[src/design/aik_pkg.sv]
// aik_pkg: shared types, constants and helper functions for the arm
// inverse kinematics unit. No dependencies.
package aik_pkg;

  localparam int ANG_BITS     = 30;
  localparam int CORDIC_STEPS = 30;
  localparam int CFG_IDX_W    = 3;
  localparam int CFG_DATA_W   = 32;
  localparam int LEN_W        = 31;

  localparam logic [CFG_IDX_W-1:0] CFG_BASE_HEIGHT  = 3'd0;
  localparam logic [CFG_IDX_W-1:0] CFG_UPPER_LINK   = 3'd1;
  localparam logic [CFG_IDX_W-1:0] CFG_FORE_LINK    = 3'd2;
  localparam logic [CFG_IDX_W-1:0] CFG_WRIST_OFFSET = 3'd3;
  localparam logic [CFG_IDX_W-1:0] CFG_TOOL_OFFSET  = 3'd4;

  // pi/2 in Q2.30
  localparam logic signed [33:0] HALF_PI_A = 34'sd1686629713;

  typedef logic signed [63:0] wide_t;
  typedef logic signed [32:0] mop_t;
  typedef logic signed [65:0] prod_t;
  typedef logic signed [31:0] ang_t;
  typedef logic [LEN_W-1:0]   len_t;

  typedef struct packed {
    logic busy;
    logic done;
  } unit_stat_t;

  // CORDIC rotation angle for step i, Q2.30
  function automatic logic signed [33:0] atan_step(input logic [4:0] i);
    logic signed [33:0] a;
    case (i)
      5'd0:    a = 34'sd843314857;
      5'd1:    a = 34'sd497837829;
      5'd2:    a = 34'sd263043837;
      5'd3:    a = 34'sd133525159;
      5'd4:    a = 34'sd67021687;
      5'd5:    a = 34'sd33543516;
      5'd6:    a = 34'sd16775851;
      5'd7:    a = 34'sd8388437;
      5'd8:    a = 34'sd4194283;
      5'd9:    a = 34'sd2097149;
      default: a = 34'(64'sd1 <<< (ANG_BITS - int'(i)));
    endcase
    return a;
  endfunction

  function automatic ang_t sat32(input logic signed [33:0] x);
    ang_t r;
    if (x > 34'sd2147483647) begin
      r = 32'sh7FFFFFFF;
    end else if (x < -34'sd2147483648) begin
      r = 32'sh80000000;
    end else begin
      r = x[31:0];
    end
    return r;
  endfunction

  function automatic logic [63:0] mag64(input wide_t x);
    return x[63] ? (~x + 64'd1) : x;
  endfunction

endpackage

[src/design/aik_mul.sv]
// aik_mul: shared registered 33x33 signed multiplier.
// Depends on aik_pkg.
module aik_mul
  import aik_pkg::*;
(
  input  logic  clk,
  input  mop_t  op_a,
  input  mop_t  op_b,
  output prod_t prod_r
);

  always_ff @(posedge clk) begin
    prod_r <= op_a * op_b;
  end

endmodule

[config.mk]
export PLATFORM = sky130hd
export DESIGN_NAME = aik_mul
export DESIGN_NICKNAME = d
export VERILOG_FILES = /design/src/design/aik_pkg.sv /design/src/design/aik_mul.sv
export SDC_FILE = /design/constraint.sdc
export NUM_CORES = 2
export LEC_CHECK = 0
export ABC_AREA = 0
export BUFFER_PORTS_ARGS = -buffer_cell sky130_fd_sc_hd__clkbuf_2
export CORE_UTILIZATION = 35
export DETAILED_ROUTE_END_ITERATION = 7
export GPL_TIMING_DRIVEN = 0
export PLACE_DENSITY_LB_ADDON = 0.2
export SETUP_SLACK_MARGIN = 0.02
export SLEW_MARGIN = 20
export SYNTH_ARGS = -nofsm -noshare
export SYNTH_HDL_FRONTEND = slang
export SYNTH_SLANG_ARGS = --single-unit
[constraint.sdc]
create_clock -name clk -period 9.14 [get_ports clk]
set_input_delay 0.457 -clock clk [delete_from_list [all_inputs] [get_ports clk]]
set_output_delay 0.457 -clock clk [all_outputs]
set_load 0.02 [all_outputs]
# After elaboration in Yosys (flattened, before gate mapping)
# Cells that the tools add are included.
dict set report classes {
  n_mul 1
}
# cell n
set ops {}
lappend ops {{$mul 33x33->66} 1}
dict set report word_totals {
  register_bits 66
  in_bits 67
  out_inout_bits 66
  wordCells 2
}

# Depth between registers and ports, before layout
dict set report depth {
  word_depth 1
  mapped_depth 27
  depth_no_buf 26
}

# Least setup slack after synthesis
# No wires, ideal clock.
dict set report synth_path {
  path_type {input to register}
  startpoint {in op_a[32]}
  endpoint {reg prod_r[62]}
  setup_ps 79
  t_arrival_ps 7614
  required_time_ps 9061
  path_slack_ps 1447
  path_stages 23
  path_buffers 2
  cell_sequence {clkbuf_1 nand2_1 inv_1 fa_1 fa_1 fa_1 fa_1 fa_1 fa_1 fa_1 inv_1 fa_1 inv_1 ha_1 clkbuf_1 and3_1 nand3_1 nand2b_1 a2111oi_4 a211oi_4 a21o_2 a21o_1 a211oi_2}
}
dict set report synth_between {
  elab_chain_cells 1
}
# element line
set synth_rtl {}
lappend synth_rtl {{from (decl)} aik_mul.sv:7} ;# input mop_t op_a,
lappend synth_rtl {{$mul 33x33->66} aik_mul.sv:13} ;# prod_r <= op_a * op_b;
lappend synth_rtl {{to (signal assigned)} aik_mul.sv:13}
lappend synth_rtl {{to (decl)} aik_mul.sv:9} ;# output prod_t prod_r
# No other way between the ends.

# Worst setup path in the final report
dict set report layout_path {
  startpoint {in op_b[12]}
  endpoint {reg prod_r[64]}
}
dict set report layout_between {
  elab_chain_cells 1
}
# element line
set layout_rtl {}
lappend layout_rtl {{from (decl)} aik_mul.sv:8} ;# input mop_t op_b,
lappend layout_rtl {{$mul 33x33->66} aik_mul.sv:13}
# No other way between the ends.

==> impl_metrics.json <==
{
  "cts_tree": "done",
  "areaGrowthSynthToFinish_pct": 7.227,
  "synth_area_um2": 40730,
  "endpoint_kind": "flip-flop",
  "min-delay-start": "op_a[1]",
  "std_cell_rows": 124,
  "synth_edf_count": 0,
  "critPathMaxFanout": 15,
  "worst_pin_slew_ns": 1.243,
  "numPlacedInstances": 5983,
  "finalSetupTns_ns": 0,
  "die_area_um2": 117800,
  "cp.arrival_ns": 9.12,
  "final_cell_area_um2": 43680,
  "grt_use_total_pct": 27.92,
  "synth_top_area_share_pct": 56.27,
  "io_pins": 133,
  "grt.overflow.total": 0,
  "path_clk_slew_ns": 0.07,
  "dp_hpwl_um": 134500,
  "drt_pass1_iterations": 5,
  "synth_nets": 5767,
  "core_area_um2": 114800,
  "rsz0062_at_grt": "no",
  "yosysSeqAreaShare_pct": 3.244,
  "min_path_type": "in -> reg",
  "netlist_instances": 4338,
  "cpMaxStageDelayCell": "clkbuf_1",
  "hold_violations": 0,
  "slew_headroom_pct": 17.11,
  "yosysWarnings": 0,
  "final-max-slew-violation-count": 0,
  "fin_crit_sh_pct": 95.93,
  "fin_nets": 5905,
  "ant_nets": 0,
  "die_h_um": 343.2,
  "route.detailed.drc": 0,
  "drt_iter0_drc": 2385,
  "regMostFlops": "prod_r",
  "final_cells": 6009,
  "clock-sinks": 66,
  "cts_buffer_depth": 2,
  "cp_common_cell": "fa_1",
  "cp_slowest_stage_delay_ns": 0.81,
  "synthFlopType": "dfxtp_1",
  "place_congestion": 1.022,
  "reg_top3": "prod_r x66",
  "fmax_mhz": 114.0,
  "grt_max_degree": 27,
  "via_per_inst": 5.075,
  "critPathRequiredTime_ns": 9.49,
  "startpoint": "op_b[12]",
  "route.vias.total": 30490,
  "drt-wirelength-per-cell_um": 26.23,
  "synth_area_leaders": "fa_1 56%, inv_1 10%, and2_1 8.6%, ha_1 6.7%, nand2_1 5.1%",
  "largest_reg_flops": 66,
  "io_buffers": 132,
  "yosysTopAreaCell": "fa_1",
  "ys_async_sr_fraction_pct": 0,
  "cap_violations": 0,
  "status": "completed",
  "crit_type": "in -> reg",
  "cts_inserted_buffers": 9,
  "cts_max_level": 3,
  "avgSynthCellArea_um2": 9.390,
  "synth_cell_types": 80,
  "layout-drive-gt1-share_pct": 4.910,
  "cts-root-buf": "clkbuf_16",
  "finalCriticalPeriod_ns": 8.768,
  "die_w_um": 343.2,
  "first_global_vias": 32750,
  "grt_antenna_before_repair": 38,
  "placed_area_um2": 43310,
  "start_util_pct": 35.48,
  "ys_ff_latch": 66,
  "setup-violations-final": 0,
  "routed_wl_um": 157600,
  "cp-start-kind": "input port",
  "grt_first_pass_wirelength_um": 230900,
  "cts_hold_buffers": 0
}
## layout by cell type, fill, tap and decap left out, types with 7 or more instances in the layout
| master | instances |
|---|---|
| nor2_1 | 67 |
| ha_1 | 217 |
| o21bai_1 | 11 |
| a211oi_1 | 7 |
| a31oi_1 | 8 |
| inv_1 | 1131 |
| nand2b_1 | 12 |
| fa_1 | 1143 |
| clkbuf_2 | 147 |
| nand4_1 | 11 |
| and2_1 | 562 |
| xnor2_1 | 43 |
| diode_2 | 16 |
| nand2_1 | 551 |
| clkbuf_1 | 183 |
| xor2_1 | 25 |
| a21o_1 | 36 |
| buf_2 | 11 |
| dfxtp_1 | 66 |
| clkbuf_16 | 9 |
| a21oi_1 | 56 |
| o21ai_0 | 25 |
| nand3_1 | 25 |
## logic make-up after synthesis
logic type | count (synthesis) | synth area share (%)
AND/OR/NAND/NOR | 1271 | 15.78
adder cells (fa/ha/maj) | 1362 | 62.94
buffers and inverters | 1352 | 12.51
XOR/XNOR | 68 | 1.462
flip-flops | 66 | 3.244
AO/OA/AOI/OAI | 219 | 4.067
## critical path, delay by kind of cell
kind	cells	cell delay, ns
AO/OA/AOI/OAI	3	0.76
adder cells (fa/ha/maj)	9	4.23
AND/OR/NAND/NOR	6	1.73
buffers and inverters	7	1.87
## timing repair
action,in CTS,in global routing
setup endpoints to repair,7,4
pin swaps,2,1
setup buffers,1,1
endpoints found under the hold margin,0,0
resized for setup,5,23
## cell type report
type                    count  area, um2
clock inverters             7      70.07
repair buffers            135      699.4
well taps                1512       1892
plain buffers             213      852.1
multi-input cells        2920      34330
clock buffers               9      225.2
flip-flops and latches     66       1321
diodes                     16      40.04
fillers                 11870      71130
inverters                1131       4245
## synth_stat cells (7+ instances only)
cell	number
ha_1	217
clkbuf_1	208
nand4_1	11
nand3_1	25
nor2_1	68
buf_2	11
xor2_1	25
nand2_1	551
a21oi_1	57
a31oi_1	8
and2_1	562
xnor2_1	43
inv_1	1131
o21bai_1	11
dfxtp_1	66
a211oi_1	7
a21o_1	36
o21ai_0	25
nor3_1	7
nand2b_1	12
fa_1	1145
## routing by layer
| layer | up-vias | wire length [um] | GRT usage [%] |
|---|---|---|---|
| met1 | 16210 | 65410 | 37.87 |
| met2 | 1299 | 71920 | 43.71 |
| met4 | 22 | 8276 | 12.85 |
| met5 | - | 137 | 0 |
| met3 | 315 | 11880 | 4.577 |
| li1 | 12640 | - | - |
## path summary, 6_finish.rpt
kind         end  slack [ns]  depth (start not counted)
max   prod_r[64]        0.37                         25
min    prod_r[1]        0.53                          3
## through the flow
step | util [%] | worst slack [ns] | hold slack, ns
after floorplan | - | 1.447 | 0.5843
after global placement | 37.70 | -1.573 | 0.8719
after detailed placement | 37.72 | -0.9292 | 0.8710
after CTS | 37.97 | 0.1174 | 0.5060
after global routing | 38.01 | 0.03891 | 0.5145
final | 38.04 | 0.3718 | 0.5350
Power is not shown: default switching activity piles up to over one toggle a cycle in this logic, so the estimate is an artifact.
