[src/design/aik_pkg.sv]
// aik_pkg: shared types, constants and helper functions for the arm
// inverse kinematics unit. No dependencies.
package aik_pkg;

  localparam int ANG_BITS     = 30;
  localparam int CORDIC_STEPS = 30;
  localparam int CFG_IDX_W    = 3;
  localparam int CFG_DATA_W   = 32;
  localparam int LEN_W        = 31;

  localparam logic [CFG_IDX_W-1:0] CFG_BASE_HEIGHT  = 3'd0;
  localparam logic [CFG_IDX_W-1:0] CFG_UPPER_LINK   = 3'd1;
  localparam logic [CFG_IDX_W-1:0] CFG_FORE_LINK    = 3'd2;
  localparam logic [CFG_IDX_W-1:0] CFG_WRIST_OFFSET = 3'd3;
  localparam logic [CFG_IDX_W-1:0] CFG_TOOL_OFFSET  = 3'd4;

  // pi/2 in Q2.30
  localparam logic signed [33:0] HALF_PI_A = 34'sd1686629713;

  typedef logic signed [63:0] wide_t;
  typedef logic signed [32:0] mop_t;
  typedef logic signed [65:0] prod_t;
  typedef logic signed [31:0] ang_t;
  typedef logic [LEN_W-1:0]   len_t;

  typedef struct packed {
    logic busy;
    logic done;
  } unit_stat_t;

  // CORDIC rotation angle for step i, Q2.30
  function automatic logic signed [33:0] atan_step(input logic [4:0] i);
    logic signed [33:0] a;
    case (i)
      5'd0:    a = 34'sd843314857;
      5'd1:    a = 34'sd497837829;
      5'd2:    a = 34'sd263043837;
      5'd3:    a = 34'sd133525159;
      5'd4:    a = 34'sd67021687;
      5'd5:    a = 34'sd33543516;
      5'd6:    a = 34'sd16775851;
      5'd7:    a = 34'sd8388437;
      5'd8:    a = 34'sd4194283;
      5'd9:    a = 34'sd2097149;
      default: a = 34'(64'sd1 <<< (ANG_BITS - int'(i)));
    endcase
    return a;
  endfunction

  function automatic ang_t sat32(input logic signed [33:0] x);
    ang_t r;
    if (x > 34'sd2147483647) begin
      r = 32'sh7FFFFFFF;
    end else if (x < -34'sd2147483648) begin
      r = 32'sh80000000;
    end else begin
      r = x[31:0];
    end
    return r;
  endfunction

  function automatic logic [63:0] mag64(input wide_t x);
    return x[63] ? (~x + 64'd1) : x;
  endfunction

endpackage

[src/design/aik_atan.sv]
// aik_atan: doubled arctangent of num/den: restoring divide, then CORDIC
// vectoring, result rounded to FRAC_BITS fraction bits. Depends on aik_pkg.
module aik_atan
  import aik_pkg::*;
#(
  parameter int FRAC_BITS = 16
) (
  input  logic       clk,
  input  logic       rst_n,
  input  logic       start,
  input  wide_t      num,
  input  wide_t      den,
  output unit_stat_t stat,
  output ang_t       angle_r
);

  localparam int          SH  = ANG_BITS - FRAC_BITS;
  localparam logic [35:0] RND = 36'(64'd1 << (SH - 1));

  typedef enum logic [1:0] {A_IDLE, A_DIV, A_ROT, A_FIN} astate_t;

  astate_t            state_r;
  logic [4:0]         cnt_r;
  logic [63:0]        rem_r;
  logic [63:0]        big_r;
  logic [30:0]        q_r;
  logic signed [35:0] x_r;
  logic signed [35:0] y_r;
  logic signed [33:0] z_r;
  logic               neg_r;
  logic               swap_r;
  logic               done_r;

  logic [63:0]        un, ud, sml, bg;
  logic               sw;
  logic [64:0]        rem2;
  logic               ge;
  logic [30:0]        q_nxt;
  logic signed [35:0] dx, dy;
  logic signed [33:0] step_a;
  logic signed [33:0] zc, zr, zs;
  logic [33:0]        mz;
  logic [35:0]        mrnd;
  logic [35:0]        m;
  logic [35:0]        res;

  always_comb begin
    un   = mag64(num);
    ud   = mag64(den);
    sw   = un > ud;
    sml  = sw ? ud : un;
    bg   = sw ? un : ud;
    rem2 = {rem_r, 1'b0};
    ge   = rem2 >= {1'b0, big_r};
    q_nxt = {q_r[29:0], ge};
    dx   = y_r >>> cnt_r;
    dy   = x_r >>> cnt_r;
    step_a = atan_step(cnt_r);
    zc   = z_r[33] ? 34'sd0 : z_r;
    zr   = swap_r ? (HALF_PI_A - zc) : zc;
    zs   = neg_r ? -zr : zr;
    mz   = zs[33] ? 34'(-zs) : 34'(zs);
    // double, then round half away from zero
    mrnd = {1'b0, mz, 1'b0} + RND;
    m    = mrnd >> SH;
    res  = zs[33] ? (~m + 36'd1) : m;
  end

  always_ff @(posedge clk) begin
    if (!rst_n) begin
      state_r <= A_IDLE;
      done_r  <= 1'b0;
    end else begin
      done_r <= 1'b0;
      case (state_r)
        A_IDLE: begin
          if (start) begin
            neg_r  <= num[63] != den[63];
            swap_r <= sw;
            big_r  <= bg;
            cnt_r  <= '0;
            x_r    <= 36'sd1 <<< ANG_BITS;
            z_r    <= '0;
            if (bg == 64'd0) begin
              angle_r <= '0;
              done_r  <= 1'b1;
            end else begin
              if (sml >= bg) begin
                rem_r <= sml - bg;
                q_r   <= 31'd1;
              end else begin
                rem_r <= sml;
                q_r   <= 31'd0;
              end
              state_r <= A_DIV;
            end
          end
        end
        A_DIV: begin
          rem_r <= ge ? 64'(rem2 - {1'b0, big_r}) : rem2[63:0];
          q_r   <= q_nxt;
          if (cnt_r == 5'(ANG_BITS - 1)) begin
            cnt_r   <= '0;
            y_r     <= $signed({5'b00000, q_nxt});
            state_r <= A_ROT;
          end else begin
            cnt_r <= cnt_r + 5'd1;
          end
        end
        A_ROT: begin
          if (!y_r[35]) begin
            x_r <= x_r + dx;
            y_r <= y_r - dy;
            z_r <= z_r + step_a;
          end else begin
            x_r <= x_r - dx;
            y_r <= y_r + dy;
            z_r <= z_r - step_a;
          end
          if (cnt_r == 5'(CORDIC_STEPS - 1)) begin
            state_r <= A_FIN;
          end else begin
            cnt_r <= cnt_r + 5'd1;
          end
        end
        A_FIN: begin
          angle_r <= res[31:0];
          done_r  <= 1'b1;
          state_r <= A_IDLE;
        end
        default: state_r <= A_IDLE;
      endcase
    end
  end

  assign stat = '{busy: (state_r != A_IDLE), done: done_r};

endmodule

[config.mk]
export PLATFORM = sky130hd
export DESIGN_NAME = aik_atan
export DESIGN_NICKNAME = d
export VERILOG_FILES = /design/src/design/aik_pkg.sv /design/src/design/aik_atan.sv
export SDC_FILE = /design/constraint.sdc
export NUM_CORES = 2
export LEC_CHECK = 0
export ABC_AREA = 1
export BUFFER_PORTS_ARGS = -buffer_cell sky130_fd_sc_hd__buf_4
export CORE_UTILIZATION = 60
export CTS_BUF_LIST = sky130_fd_sc_hd__clkbuf_4 sky130_fd_sc_hd__clkbuf_8 sky130_fd_sc_hd__clkbuf_16
export CTS_CLUSTER_DIAMETER = 80
export DETAILED_ROUTE_END_ITERATION = 8
export HOLD_SLACK_MARGIN = 0.08
export PLACE_DENSITY = 0.86
export SYNTH_ARGS = -nofsm -noshare
export SYNTH_HDL_FRONTEND = slang
export SYNTH_SLANG_ARGS = --single-unit
export TNS_END_PERCENT = 5
[constraint.sdc]
create_clock -name clk -period 22.8 [get_ports clk]
set_input_delay 2.28 -clock clk [delete_from_list [all_inputs] [get_ports clk]]
set_output_delay 2.28 -clock clk [all_outputs]
set_load 0.02 [all_outputs]
# Word level (Yosys, flattened, before mapping)
# Index checks and enable logic that the tools add are counted.
classes:
  n_reduce_logical: 16
  bitwise_logic: 3
  shift: 3
  mux: 43
  eq_ne: 20
  n_addsub: 17
  n_lt_le_gt_ge: 3
op_table:
  columns: ["op", "count"]
  rows:
  - ["two-way mux 64 bit", 8]
  - ["one-hot mux 34 bit (10 select lines)", 1]
  - ["two-way mux 34 bit", 5]
  - ["two-way mux 36 bit", 4]
  - ["one-hot mux 36 bit (2 select lines)", 2]
  - ["adder 64 x 1 -> 64 bit (second input constant)", 2]
  - ["inverter 64 bit", 2]
  - ["one-hot mux 64 bit (2 select lines)", 1]
  - ["subtractor 64 bit", 2]
  - ["two-way mux 32 bit", 3]
  - ["adder 36 bit", 2]
  - [">>> shifter 36 x 5 -> 36 bit", 2]
  - ["subtractor 36 bit", 2]
  - ["negator 34 bit", 2]
  - ["one-hot mux 34 bit (2 select lines)", 1]
  - [">= comparator 65 x 64 -> 1 bit", 1]
  - [">= comparator 64 bit", 1]
  - ["> comparator 64 bit", 1]
  - ["zero test 64 bit", 1]
  - ["one-hot mux 32 bit (2 select lines)", 1]
  - ["two-way mux 30 bit", 2]
  - ["one-hot mux 30 bit (2 select lines)", 1]
  - ["adder 35 x 14 -> 36 bit (second input constant)", 1]
  - ["adder 34 bit", 1]
  - ["other kinds (29)", 56]
totals:
  reg_bits: 306
  output_inout_bits: 34
  inputBits: 131

# Depth between registers and ports, before layout
logic_depth:
  ltp_word: 12
  mapped_depth: 51

# Least setup slack after synthesis
# Ideal clock, no wire load.
synth_path:
  path_kind: "input port to flip-flop"
  startpoint: "input den[7]"
  endpoint: "register q_r[0], enable pin"
  cell_stages: 35
  path_slack_ns: 14.036
  n_path_buf: 2
  arrival_ns: 8.316
  cell_sequence: "inv_1 > nand2_1 > nor2_1 > nand2_1 > nor2_1 > nand2_1 > nor2_1 > nand3_1 > nor2_1 > nand2_1 > nor2_1 > nand3_1 > nor2_1 > a21oi_1 > xor2_1 > ha_1 > nand2_1 > nor2_1 > inv_1 > nor2_1 > inv_1 > nor2_1 > nand3_2 > nor2_1 > nor2_1 > nand2_2 > nand2_4 > buf_2 > buf_2 > o21ai_0 > nor2_1 > nand3_1 > nor3_1 > nand4_1 > o211a_1"
synth_between:
  elab_chain_len: 8
synth_lines:
  columns: ["item", "line_no", "text"]
  rows:
  - ["start, declared", "aik_atan.sv:12", "input wide_t den,"]
  - ["inverter 64 bit", "aik_pkg.sv:63", "return x[63] ? (~x + 64'd1) : x;"]
  - ["adder 64 x 1 -> 64 bit", "aik_pkg.sv:63", null]
  - ["two-way mux 64 bit *", "aik_pkg.sv:63", null]
  - ["> comparator 64 bit *", "aik_atan.sv:50", "sw = un > ud;"]
  - ["two-way mux 64 bit *", "aik_atan.sv:52", "bg = sw ? un : ud;"]
  - ["via bg[0]", "aik_atan.sv:34", "logic [63:0] un, ud, sml, bg;"]
  - ["zero test 64 bit *", "aik_atan.sv:84", "if (bg == 64'd0) begin"]
  - ["!= test 2 bit (no source line) *", null, null]
  - ["AND reduction 4 bit (no source line) *", null, null]
  - ["end signal, assigned", "aik_atan.sv:101", "q_r <= q_nxt;"]
  - ["end, declared", "aik_atan.sv:26", "logic [30:0] q_r;"]
# The timed path passes the listed nets; every way through them passes the cells marked *.
# A chain may end at the register's enable or synchronous reset.

# Final worst setup path
layout_path:
  startpoint: "input num[0]"
  endpoint: "register rem_r[63], data pin"
layout_between:
  elab_chain_len: 10
  elab_cells_between_ends: 12
  cone_classes: "add/sub: 2; order compare: 2; mux: 7; bitwise: 1"
layout_lines:
  columns: ["item", "line_no", "text"]
  rows:
  - ["start, declared", "aik_atan.sv:11", "input wide_t num,"]
  - ["inverter 64 bit", "aik_pkg.sv:63", null]
  - ["adder 64 x 1 -> 64 bit", "aik_pkg.sv:63", null]
  - ["two-way mux 64 bit *", "aik_pkg.sv:63", null]
  - ["> comparator 64 bit", "aik_atan.sv:50", null]
  - ["two-way mux 64 bit *", "aik_atan.sv:52", null]
  - ["via bg[63]", "aik_atan.sv:34", null]
  - ["subtractor 64 bit or >= comparator 64 bit (tied branches)", "aik_atan.sv:89, aik_atan.sv:88", null]
  - ["two-way mux 64 bit *", "aik_atan.sv:88", "if (sml >= bg) begin"]
  - ["two-way mux 64 bit *", "aik_atan.sv:84", null]
  - ["two-way mux 64 bit *", "aik_atan.sv:77", "if (start) begin"]
  - ["one-hot mux 64 bit (2 select lines) *", "aik_atan.sv:75", "case (state_r)"]
  - ["end signal, assigned", "aik_atan.sv:89", "rem_r <= sml - bg;"]
  - ["end signal, assigned", "aik_atan.sv:92", "rem_r <= sml;"]
  - ["end signal, assigned", "aik_atan.sv:100", "rem_r <= ge ? 64'(rem2 - {1'b0, big_r}) : rem2[63:0];"]
  - ["end, declared", "aik_atan.sv:24", "logic [63:0] rem_r;"]
# The timed path passes the listed nets; every way through them passes the cells marked *. The select of a mux whose other input is x is not followed.

==> out/metrics.cfg <==
[run_status]
status=completed

[hold_path]
whs_endpoint=state_r[1]
hold_path_class=flip-flop to flip-flop
hold_depth=2
hp-start=state_r[1]

[synth]
yosysWarnings=0
synth_ff_type=edfxtp_1
synth_xor_xnor_area_share=0.0706
synth_top_family_by_area=simple AND/OR/NAND/NOR gates
ys_types=62
synthArstFlopShare=0
synth_fp_nets=7695
synthAdderAreaFrac=0.0723
synth_compound_area_frac=0.156
synthMuxAreaShare=0.0137
synth_edf_count=303
synthSimpleGateAreaFrac=0.359
ys_ff_latch=306
synth_cells=7313
syn_area_sq_um=43800
postSynthAreaPerCell_sq_um=6.00
yosysSeqAreaShare=0.209

[global_route]
met3_usage=0.0452
grt_max_degree=116
grtUsageTotal=0.377
gr-usage-met1=0.517
grt_util_met2=0.597
grt_pass1_wl_mm=228
grt_pass1_vias=44000
top_usage_layer=met2
antenna_found_initial=3
grt_overflow=0

[clocking]
h-tree-depth=2
cts_resized=0
cts_tree=done
clock_latency_ps=590
post_cts_buffers=0
clkSinkCount=306
cts_buffers=39
hold_buffers=0
cts-root-buf=clkbuf_16
clk_path_buf_depth=3
clk_pin_slew_ps=60

[power_and_ir_drop]
power_density_nw_per_um2=132
power_leakage_uw=0.0235
vdd_drop_max_uv=122

[sta]
clock.fmax_mhz=88.5
finalCritPeriodShare=0.496
rsz0062_at_grt=false
tightest_slew_ps=1240
slew_viol_final=0
final.setup.tns_ps=0
relSlewSlack=0.164
finClkSkew_ps=23.8
period_minus_slack_ps=11300
setup_viol=0
fin_ws_ps=11500
final-hold-violation-count=0

[detailed_routing]
firstDrtPassIters=7
wl_per_cell_microns=17.2
drt_wl_total_mm=144
drtIter0Drc=5492
drc_errors=0
detail_route.vias_per_cell=5.84
vias=48600
ant_nets=0

[setup_path]
timing.rr.start=cnt_r[1]
required_ps=23250
cp_max_fo=115
reg2reg_slack_ps=14330
cp_slowest_cell=o21ai_1
crit_type=input port to flip-flop
crit_arrival_ps=11750
r2r-end=y_r[35]
end_kind=flip-flop
crit_path_frequent_cell=nand2_1
crit_start=num[0]
reg2regPathDepth=40
critPathLaunchType=input port
slowest_delay_ps=670

[placement]
pre_cts_ws_ps=11080
place_congestion=1.05
port-buffer-count=164
dpl.hpwl_mm=115

[layout]
final_common_cell=nand2_1
fin_nets=7723
synthToLayoutAreaGrowth_pct=7.01
final_cell_mix=2096 x nand2_1, 1085 x inv_1, 722 x nor2_1
diodes=0
drive_gt1_frac=0.0571

[die]
die-area_sq_um=74200
row_count=98
die_w_microns=272
num_io_pins=165
coreArea_sq_um=71900
start_util=0.610
dieHeight_microns=272

[run]
cap_viol_max_count=0

layer usage:
layer	routed length [microns]	vias to the layer above
li1	-	23900
met1	61300	21900
met2	62600	2410
met3	13000	360
met4	6480	6
met5	37	-
metrics by stage:
stage / instance area (sq um) / cells / hold WS, ps / utilization / power [uW]
after floorplan: 43800 / 7313 / 472 / - / 4340
final: 46900 / 8321 / 523 / 0.653 / 6190
after global placement: 45600 / 8250 / 499 / 0.634 / 5280
after CTS: 46900 / 8321 / 521 / 0.653 / 6070
after detailed placement: 45600 / 8250 / 511 / 0.634 / 5380
after global routing: 46900 / 8321 / 561 / 0.653 / 6740
synthesized netlist by cell type (7+ instances only):
cell type	count	area (sq um)
a211oi_1	8	60.1
a21boi_0	9	67.6
a21o_1	11	82.6
a21oi_1	494	2470
a31oi_1	36	225
buf_1	43	161
buf_2	49	245
buf_4	8	60.1
buf_6	13	146
clkbuf_1	97	364
edfxtp_1	303	9100
ha_1	247	3090
inv_1	1088	4080
inv_2	34	128
mux2i_1	60	601
nand2_1	2097	7870
nand2_2	20	125
nand3_1	484	2420
nand3_2	13	130
nand3b_1	53	398
nand4_1	126	788
nor2_1	723	2710
nor2_2	29	181
nor2_4	7	78.8
nor3_1	86	430
nor4_1	45	282
o211ai_1	15	113
o21a_1	33	248
o21ai_0	550	2750
o21ai_1	66	330
o21bai_1	9	67.6
o31ai_1	18	135
or2_2	27	169
xnor2_1	143	1250
xor2_1	205	1800
sequential cells by signal (all words and copies together) (netlist names):
| register | cells |
|---|---|
| state_r | 2 |
| q_r | 30 |
| big_r | 64 |
| z_r | 34 |
| neg_r | 1 |
| done_r | 1 |
| cnt_r | 5 |
| swap_r | 1 |
| y_r | 36 |
| rem_r | 64 |
| angle_r | 32 |
| x_r | 36 |
power by group:
part	internal, uW	switching [uW]	leakage (uW)
clock	371	279	0.000661
combinational	1460	3090	0.0199
sequential	884	112	0.00290
worst max path at each step:
stage	to	slack (ps)	depth (start not counted)
2_1_floorplan	q_r[0]	14040	35
3_3_place_gp	rem_r[63]	11200	42
3_5_place_dp	angle_r[16]	11080	31
4_1_cts	rem_r[50]	11680	41
5_1_grt	rem_r[54]	10760	44
6_report	rem_r[63]	11500	42
worst max-delay path: cells and delay by family:
family,cells,cell delay (ps)
fa+ha+maj,1,460
buf+inv,9,2470
compound gates,6,1720
xor+xnor,1,180
simple gates,25,4540
cells by family (layout without fill, tap and decap cells):
group	Yosys count	after routing
fa+ha+maj	251	251
compound gates	1283	1283
simple gates	3725	3725
xor+xnor	351	351
buf+inv	1337	1395
flops	306	306
mux	60	60
area by class of cell:
class,count,area (sq um)
Clock buffer,42,998
Multi-Input combinational cell,5670,29500
Timing Repair Buffer,198,1490
Fill cell,6953,24900
Inverter,1126,4240
Clock inverter,29,334
Sequential cell,306,9160
Tap cell,950,1190
Power figures use the tool's default switching activity.
